==> src/design/pds_pkg.sv <==
// Package for the percent-decode stream: character codes, result types and hex helpers.
`timescale 1ns / 1ps

package pds_pkg;

    // Character codes that the decoder recognises or produces.
    localparam logic [7:0] CHAR_PERCENT = 8'h25;
    localparam logic [7:0] CHAR_PLUS    = 8'h2B;
    localparam logic [7:0] CHAR_SPACE   = 8'h20;
    localparam logic [7:0] CHAR_NUL     = 8'h00;

    // Most results that one input byte can cause.
    localparam int unsigned MAX_RESULTS = 3;

    // Lookahead held between input bytes.
    typedef enum logic [1:0] {
        HOLD_NONE  = 2'd0,
        HOLD_PCT   = 2'd1,
        HOLD_DIGIT = 2'd2
    } hold_t;

    // One result transfer.
    typedef struct packed {
        logic [7:0] data;
        logic       has;
        logic       last;
    } result_t;

    // All results caused by one input byte, in output order from slot 0.
    typedef struct packed {
        result_t [MAX_RESULTS-1:0] slot;
        logic [1:0]                count;
    } burst_t;

    // True for 0-9, A-F and a-f.
    function automatic logic is_hex(logic [7:0] c);
        return ((c >= 8'h30) && (c <= 8'h39)) ||
               ((c >= 8'h41) && (c <= 8'h46)) ||
               ((c >= 8'h61) && (c <= 8'h66));
    endfunction

    // Value of a hex digit; letters of both cases share the low nibble pattern.
    function automatic logic [3:0] hex_nibble(logic [7:0] c);
        logic [3:0] v;
        if (c[6]) begin
            v = c[3:0] + 4'd9;
        end else begin
            v = c[3:0];
        end
        return v;
    endfunction

    // Append a data byte to a burst; bytes beyond the third are dropped.
    function automatic burst_t push_byte(burst_t b, logic [7:0] v);
        burst_t r;
        r = b;
        if (b.count != 2'(MAX_RESULTS)) begin
            r.slot[b.count].data = v;
            r.slot[b.count].has  = 1'b1;
            r.slot[b.count].last = 1'b0;
            r.count              = b.count + 2'd1;
        end
        return r;
    endfunction

endpackage

==> src/design/percent_decode_stream.sv <==
// Top level of the streaming percent decoder: input handshake and result buffer.
// Latency: the first result of a byte is offered in the cycle after its transfer.
// Throughput: one byte per cycle while each byte gives at most one result and
// m_tready stays high; a byte that gives more results holds s_tready low while
// the three-entry result buffer drains through the master port.
// Reset: clears the result buffer and the lookahead and selects query mode.
`timescale 1ns / 1ps

module percent_decode_stream
    import pds_pkg::*;
(
    input  logic       aclk,
    input  logic       aresetn,
    input  logic       cfg_wr_en,
    input  logic       cfg_wr_data,
    input  logic       s_tvalid,
    output logic       s_tready,
    input  logic [7:0] s_tdata,  // [7:0] in_byte
    input  logic       s_tlast,  // in_last
    output logic       m_tvalid,
    input  logic       m_tready,
    output logic [7:0] m_tdata,  // [7:0] out_byte
    output logic       m_tuser,  // [0] has_byte
    output logic       m_tlast   // out_last
);

    burst_t                    burst;
    result_t [MAX_RESULTS-1:0] slot_reg, slot_next;
    logic [1:0]                count_reg, count_next;
    logic                      in_accept;
    logic                      out_pop;

    pds_decoder u_decoder (
        .aclk        (aclk),
        .aresetn     (aresetn),
        .cfg_wr_en   (cfg_wr_en),
        .cfg_wr_data (cfg_wr_data),
        .in_byte     (s_tdata),
        .in_last     (s_tlast),
        .in_accept   (in_accept),
        .burst       (burst)
    );

    // Take a new byte when the buffer is empty or its last result leaves now.
    assign m_tvalid  = (count_reg != 2'd0);
    assign out_pop   = m_tvalid && m_tready;
    assign s_tready  = (count_reg == 2'd0) || ((count_reg == 2'd1) && m_tready);
    assign in_accept = s_tvalid && s_tready;

    // Load a fresh burst, or shift the buffer down by one on each output transfer.
    always_comb begin
        slot_next  = slot_reg;
        count_next = count_reg;
        if (in_accept) begin
            slot_next  = burst.slot;
            count_next = burst.count;
        end else if (out_pop) begin
            slot_next[0] = slot_reg[1];
            slot_next[1] = slot_reg[2];
            count_next   = count_reg - 2'd1;
        end
    end

    always_ff @(posedge aclk) begin
        if (!aresetn) begin
            count_reg <= 2'd0;
        end else begin
            count_reg <= count_next;
        end
    end

    always_ff @(posedge aclk) begin
        slot_reg <= slot_next;
    end

    assign m_tdata = slot_reg[0].data;
    assign m_tuser = slot_reg[0].has;
    assign m_tlast = slot_reg[0].last;

    // An empty end marker is always the final result of a string.
    a_marker_is_last: assert property (@(posedge aclk) disable iff (!aresetn)
        (m_tvalid && !m_tuser) |-> m_tlast)
        else $error("empty result without end flag");

    // The final byte of a string always leaves at least one result behind.
    a_last_gives_result: assert property (@(posedge aclk) disable iff (!aresetn)
        (s_tvalid && s_tready && s_tlast) |=> m_tvalid)
        else $error("final byte produced no result");

    // Input is held off while more than one result is still queued.
    a_backpressure: assert property (@(posedge aclk) disable iff (!aresetn)
        (count_reg > 2'd1) |-> !s_tready)
        else $error("input accepted with results still queued");

endmodule

==> src/design/pds_decoder.sv <==
// Decoder core: lookahead state, mode register and the results of each accepted byte.
`timescale 1ns / 1ps

module pds_decoder
    import pds_pkg::*;
(
    input  logic       aclk,
    input  logic       aresetn,
    input  logic       cfg_wr_en,
    input  logic       cfg_wr_data,
    input  logic [7:0] in_byte,
    input  logic       in_last,
    input  logic       in_accept,
    output burst_t     burst
);

    hold_t      held_count_reg, held_count_next;
    logic [7:0] held_digit_reg, held_digit_next;
    logic       plus_is_space_reg;
    logic       plain_en;
    logic [7:0] escaped;

    // Mode register, written through the configuration port.
    always_ff @(posedge aclk) begin
        if (!aresetn) begin
            plus_is_space_reg <= 1'b1;
        end else if (cfg_wr_en) begin
            plus_is_space_reg <= cfg_wr_data;
        end
    end

    // Lookahead state advances once per accepted transfer.
    always_ff @(posedge aclk) begin
        if (!aresetn) begin
            held_count_reg <= HOLD_NONE;
            held_digit_reg <= CHAR_NUL;
        end else if (in_accept) begin
            held_count_reg <= held_count_next;
            held_digit_reg <= held_digit_next;
        end
    end

    assign escaped = {hex_nibble(held_digit_reg), hex_nibble(in_byte)};

    // Work out the results of the current byte and the state it leaves.
    always_comb begin
        burst           = '0;
        held_count_next = HOLD_NONE;
        held_digit_next = held_digit_reg;
        plain_en        = 1'b0;

        unique case (held_count_reg)
            HOLD_PCT: begin
                if (is_hex(in_byte)) begin
                    held_count_next = HOLD_DIGIT;
                    held_digit_next = in_byte;
                end else begin
                    burst    = push_byte(burst, CHAR_PERCENT);
                    plain_en = 1'b1;
                end
            end
            HOLD_DIGIT: begin
                held_digit_next = CHAR_NUL;
                if (is_hex(in_byte)) begin
                    // A decoded zero byte is dropped.
                    if (escaped != CHAR_NUL) begin
                        burst = push_byte(burst, escaped);
                    end
                end else begin
                    burst    = push_byte(burst, CHAR_PERCENT);
                    burst    = push_byte(burst, held_digit_reg);
                    plain_en = 1'b1;
                end
            end
            default: begin
                plain_en = 1'b1;
            end
        endcase

        // Ordinary handling of the byte when no escape consumes it.
        if (plain_en) begin
            if (in_byte == CHAR_PERCENT) begin
                held_count_next = HOLD_PCT;
            end else if (plus_is_space_reg && (in_byte == CHAR_PLUS)) begin
                burst = push_byte(burst, CHAR_SPACE);
            end else begin
                burst = push_byte(burst, in_byte);
            end
        end

        // End of string: flush the lookahead literally and flag the final result.
        if (in_last) begin
            if (held_count_next == HOLD_PCT) begin
                burst = push_byte(burst, CHAR_PERCENT);
            end else if (held_count_next == HOLD_DIGIT) begin
                burst = push_byte(burst, CHAR_PERCENT);
                burst = push_byte(burst, held_digit_next);
            end
            held_count_next = HOLD_NONE;
            held_digit_next = CHAR_NUL;
            if (burst.count == 2'd0) begin
                burst.slot[0] = '{data: CHAR_NUL, has: 1'b0, last: 1'b0};
                burst.count   = 2'd1;
            end
            burst.slot[burst.count - 2'd1].last = 1'b1;
        end
    end

endmodule
==> config.mk <==
export PLATFORM = sky130hd
export DESIGN_NAME = percent_decode_stream
export DESIGN_NICKNAME = d
export VERILOG_FILES = /design/src/design/pds_pkg.sv /design/src/design/percent_decode_stream.sv /design/src/design/pds_decoder.sv
export SDC_FILE = /design/constraint.sdc
export NUM_CORES = 1
export LEC_CHECK = 0
export ABC_AREA = 1
export ABC_CLOCK_PERIOD_IN_PS = 3400
export BUFFER_PORTS_ARGS = -buffer_cell sky130_fd_sc_hd__buf_2
export CAP_MARGIN = 20
export CORE_MARGIN = 2
export CORE_UTILIZATION = 50
export DETAILED_ROUTE_END_ITERATION = 10
export PLACE_DENSITY = 0.74
export SYNTH_ARGS = -nofsm -noshare
export SYNTH_HDL_FRONTEND = slang
export SYNTH_HIERARCHICAL = 1
export SYNTH_SLANG_ARGS = --single-unit
==> constraint.sdc <==
create_clock -name aclk -period 3.4 [get_ports aclk]
set_input_delay 0.17 -clock aclk [delete_from_list [all_inputs] [get_ports aclk]]
set_output_delay 0.17 -clock aclk [all_outputs]
set_load 0.02 [all_outputs]
==> flow_summary.ini, run 1 <==
[outcome]
outcome = completed

[timing]
fmax_ghz = 0.370
setup-tns-final_ps = 0
setup_viol = 0
rsz0062_at_grt = false
hold_violations = 0
finalMaxSlewViolations = 0
min_period_ps = 2700
tightest_slew_ps = 670
fin_crit_sh_pct = 79.5
hold_ws_ps = 65.1
max_slew_margin_pct = 54.9
skew_ps = 11.9
fin_ws_ps = 696

[synth]
synth_cells = 429
ys_ff_latch = 43
synth_nets = 452
synth-async-reset-ratio_pct = 0
ys_seq_area_share_pct = 37.8
synth_edf_count = 30
ys_warn_count = 6
syn_area_mm2 = 0.00307
avgSynthCellArea_um2 = 7.16
ys_types = 36
synthFlopType = edfxtp_1

[finish]
largest_reg_flops = 20
final_area_mm2 = 0.00326
diodes = 0
layout_commonest_cell = nand2_1
syn_to_final_growth_pct = 6.11
final_cell_mix = nand2_1, inv_1, edfxtp_1
num-nets-final = 466
drive_gt1_share_pct = 15.5

[clocking]
clock-root-buffer = clkbuf_8
cts.sinks = 43
htreeDepth = 2
post_cts.repair.setup_buffers = 0
cts_resized = 0
cts_tree = yes
clk_latency_ps = 300
path_clk_slew_ps = 80
cts_max_path_buffers = 2
cts_inserted_buffers = 5
hold_buffers = 0

[place]
portBuffers = 26
routabilityCongestion = 0.993
place_ws_ps = 647
dpl_cell_area_mm2 = 0.00316
dp_hpwl_mm = 6.28

[route]
vias_per_cell = 5.53
drt-total-wl_mm = 8.04
drt_iter0_drc = 250
via_count = 2872
drcViolationCount = 0
dr.pass1.iters = 6
ant_nets = 0
detail_route.wl_per_cell_um = 15.5

[floorplan]
io_pins = 27
initial_core_util_pct = 51.9
dieHeight_um = 82.4
rows = 28
die_w_um = 82.4
dieArea_mm2 = 0.00679
core_mm2 = 0.00592

[global_routing]
grt_max_degree = 32
antenna_found_initial = 0
grt_pass1_wl_mm = 13.0
first_global_vias = 2636
gr-total-overflow = 0
grt_use_total_pct = 25.8

[power]
pwr_density_cell_mw_per_mm2 = 565
clkPwrFrac_pct = 19.7
p_total_mw = 1.84
p_seq_share_pct = 46.0
swShare_pct = 37.0
power_switching_mw = 0.682
intPower_mw = 1.16
combPwrFrac_pct = 34.4
leakagePower_nw = 1.43
ir_drop_mv = 0.409

[worst_hold_path]
hold_class = input pin to flip-flop
hold_start = cfg_wr_en

[critical_path]
r2r_start = u_decoder/held_count_reg[0]$_SDFFE_PN0P_
required_ps = 3450
worstSetupPathType = flip-flop to flip-flop
r2r_cells = 12
timing.rr.end = slot_reg[17]$_DFFE_PP_
endpoint = slot_reg[17]$_DFFE_PP_
start_kind = flip-flop
endpoint_kind = flip-flop
crit_path_max_fanout = 12
arrival_ps = 2760
reg2reg_setup_slack_ps = 700
critPathLaunch = u_decoder/held_count_reg[0]$_SDFFE_PN0P_

[run]
maxCapViolCount = 0
synth_stat cells, types with 2 or more instances:
master	n	share of area, %
a21oi_1	25	4.1
buf_2	2	0.33
buf_4	13	3.2
buf_6	2	0.73
clkbuf_1	2	0.24
dfxtp_1	13	8.5
edfxtp_1	30	29
ha_1	8	3.3
inv_1	36	4.4
inv_2	6	0.73
inv_4	2	0.41
nand2_1	170	21
nand2_2	10	2.0
nand2_4	5	1.8
nand3_1	20	3.3
nand3_2	3	0.98
nand4_1	4	0.81
nand4_2	2	0.81
nor2_1	20	2.4
nor2_2	4	0.81
nor2_4	3	1.1
nor3_1	3	0.49
o21ai_0	14	2.3
o21ai_1	9	1.5
o22ai_1	12	2.4
metal layers:
layer / vias to the layer above / share of wire (%) / global-route usage, %
li1: 1428 / - / -
met1: 1312 / 45 / 34.3
met2: 106 / 47 / 43.8
met3: 26 / 5.3 / 3.80
met4: 0 / 2.8 / 7.17
met5: - / 0 / 0
power groups by stage:
stage / Combinational (mW) / Clock (mW) / Sequential [mW]
after global routing: 0.721 / 0.396 / 0.866
after floorplan: 0.544 / 0 / 0.862
after CTS: 0.639 / 0.369 / 0.851
after global placement: 0.626 / 0 / 0.854
final: 0.633 / 0.363 / 0.847
after detailed placement: 0.637 / 0 / 0.862
layout make-up:
class	instances	area, um2
inverter	44	170
tap	75	93.8
sequential	43	1160
multi-input combinational	323	1600
timing repair buffer	26	130
fill	573	2660
clock buffer	8	101
worst max-delay path, stage by stage (launching register included):
cell and delay (ps):
dfxtp_1 360, inv_1 50, ha_1 380, inv_1 260, nand3_1 470, inv_2 280, nand2_1 110, o21ai_1 170
nor2_1 60, a21oi_1 120, a21oi_1 80, nand2_1 70, nand2_1 50
per-stage QoR:
stage | util (%) | std cells
after global placement | 53.4 | 511
final | 55.1 | 519
after floorplan | - | 429
after global routing | 55.1 | 519
after CTS | 55.1 | 519
after detailed placement | 53.4 | 511
cell families after synthesis:
| group | share of synthesized area, % |
|---|---|
| fa+ha+maj | 3.26 |
| buf+inv | 10.0 |
| simple gates | 36.6 |
| flops | 37.8 |
| compound gates | 12.4 |
how the worst min path moves through the flow:
stage	to	slack, ps	cells after the start
after floorplan	u_decoder/plus_is_space_reg$_SDFFE_PN1P_	270	1
after global placement	u_decoder/plus_is_space_reg$_SDFFE_PN1P_	380	2
after detailed placement	u_decoder/plus_is_space_reg$_SDFFE_PN1P_	390	2
after CTS	u_decoder/plus_is_space_reg$_SDFFE_PN1P_	70	2
after global routing	u_decoder/plus_is_space_reg$_SDFFE_PN1P_	90	2
final	u_decoder/plus_is_space_reg$_SDFFE_PN1P_	70	2
(Power assumes the default switching activity.)
==> run 2: changes to the inputs <==
ABC_CLOCK_PERIOD_IN_PS = 2350   (was 3400)
PLACE_DENSITY = 0.76   (was 0.74)
clock period = 2.35 ns   (was 3.4 ns; I/O delays follow)
==> flow_summary.ini, run 2 (synthesis results as in run 1) <==
[finish]
diodes = 0
syn_to_final_growth_pct = 16.2
final_cell_mix = nand2_1, inv_1, edfxtp_1
layout_commonest_cell = nand2_1
post-route-util_pct = 60.3
num-nets-final = 495
largest_reg_flops = 20
drive_gt1_share_pct = 25.2

[timing]
fin_crit_sh_pct = 97.6
hold_violations = 0
skew_ps = 15.5
finalMaxSlewViolations = 0
hold_ws_ps = 1.36
rsz0062_at_grt = true
max_slew_margin_pct = 65.3
min_period_ps = 2290
fmax_ghz = 0.436
tightest_slew_ps = 518
setup_viol = 0

[critical_path]
required_ps = 2520
arrival_ps = 2460
endpoint_kind = flip-flop
start_kind = flip-flop
worstSetupPathType = flip-flop to flip-flop
crit_path_max_fanout = 5

[floorplan]
rows = 28
dieHeight_um = 82.4
die_w_um = 82.4
dieArea_mm2 = 0.00679
io_pins = 27
core_mm2 = 0.00592
initial_core_util_pct = 51.9

[outcome]
outcome = completed

[route]
detail_route.wl_per_cell_um = 16.0
dr.max_layer_used = met4
drt-total-wl_mm = 8.75
met2_length_mm = 4.19
dr.pass1.iters = 5
ant_nets = 0
drcViolationCount = 0
drt-met1-wl_mm = 3.68
drt_iter0_drc = 286
wl_met3_um = 678
vias_per_cell = 5.58
via_count = 3057

[global_routing]
antenna_found_initial = 0
grt_max_degree = 25
grt_use_total_pct = 27.1
first_global_vias = 2758
gr-total-overflow = 0
grt_pass1_wl_mm = 13.7

[clocking]
cts_tree = yes
cts_inserted_buffers = 5
cts.sinks = 43
clk_latency_ps = 300
clock-root-buffer = clkbuf_8
htreeDepth = 2
path_clk_slew_ps = 100
cts_max_path_buffers = 2

[place]
dp_hpwl_mm = 6.80
portBuffers = 26
routabilityCongestion = 0.942

[power]
leakagePower_nw = 1.60
ir_drop_mv = 0.608
pwr_density_cell_mw_per_mm2 = 774

[worst_hold_path]
hold_class = input pin to flip-flop

[run]
maxCapViolCount = 0
[run 2: path summary, 6_finish.rpt]
kind                                              end                                     start  cells after the start  slack [ps]
min reg2reg  u_decoder/held_digit_reg[7]$_SDFFE_PN0P_  u_decoder/held_digit_reg[7]$_SDFFE_PN0P_                      2         470
max                            slot_reg[13]$_DFFE_PP_  u_decoder/held_digit_reg[0]$_SDFFE_PN0P_                     16          60
min          u_decoder/plus_is_space_reg$_SDFFE_PN1P_                                 cfg_wr_en                      2           1
max reg2reg                    slot_reg[13]$_DFFE_PP_  u_decoder/held_digit_reg[0]$_SDFFE_PN0P_                     16          60
[run 2: final cells by class]
| class | count | area, um2 |
|---|---|---|
| Tap cell | 75 | 93.8 |
| Sequential cell | 43 | 1170 |
| Timing Repair Buffer | 55 | 348 |
| Clock buffer | 5 | 68.8 |
| Multi-Input combinational cell | 323 | 1680 |
| Inverter | 44 | 170 |
| Fill cell | 552 | 2350 |
| Clock inverter | 3 | 43.8 |
[run 2: what timing repair did]
| action | CTS | global route |
|---|---|---|
| resized for setup | 0 | 24 |
| setup endpoints to repair | 0 | 12 |
| setup buffers | 0 | 3 |
| hold buffers | 0 | 0 |
[run 2: power by group]
| group | internal (mW) | switching [mW] | leakage [nW] |
|---|---|---|---|
| logic | 0.275 | 0.675 | 1.14 |
| registers | 1.16 | 0.0678 | 0.405 |
| clock network | 0.317 | 0.272 | 0.0581 |
| total | 1.75 | 1.02 | 1.60 |
[run 2: critical path: stages (launching register included)]
cell	delay, ps
dfxtp_2	360
buf_4	140
nand3_1	100
nand2_1	70
nand2_1	40
nand2_1	100
inv_1	50
nand3_1	80
nand2_2	100
a21oi_4	280
buf_4	180
nand3_2	100
o22ai_1	140
nand2_1	100
o21ai_0	110
nand2_1	110
nand2_1	70
[run 2: metal layers]
layer,track usage [%],vias up
met5,0,-
met4,8.33,0
met3,3.59,19
met2,45.6,157
met1,36.1,1395
li1,-,1486
[run 2: metrics by stage]
step / setup slack (ps) / instances / power [mW] / cell area, um2 / TNS, ps
2_1_floorplan: 133 / 429 / 2.03 / 3070 / 0
3_3_place_gp: 40.5 / 537 / 2.18 / 3350 / 0
3_5_place_dp: 19.9 / 537 / 2.21 / 3350 / 0
4_1_cts: 56.1 / 545 / 2.79 / 3470 / 0
5_1_grt: -49.3 / 548 / 2.96 / 3570 / -239
6_report: 56.6 / 548 / 2.76 / 3570 / 0
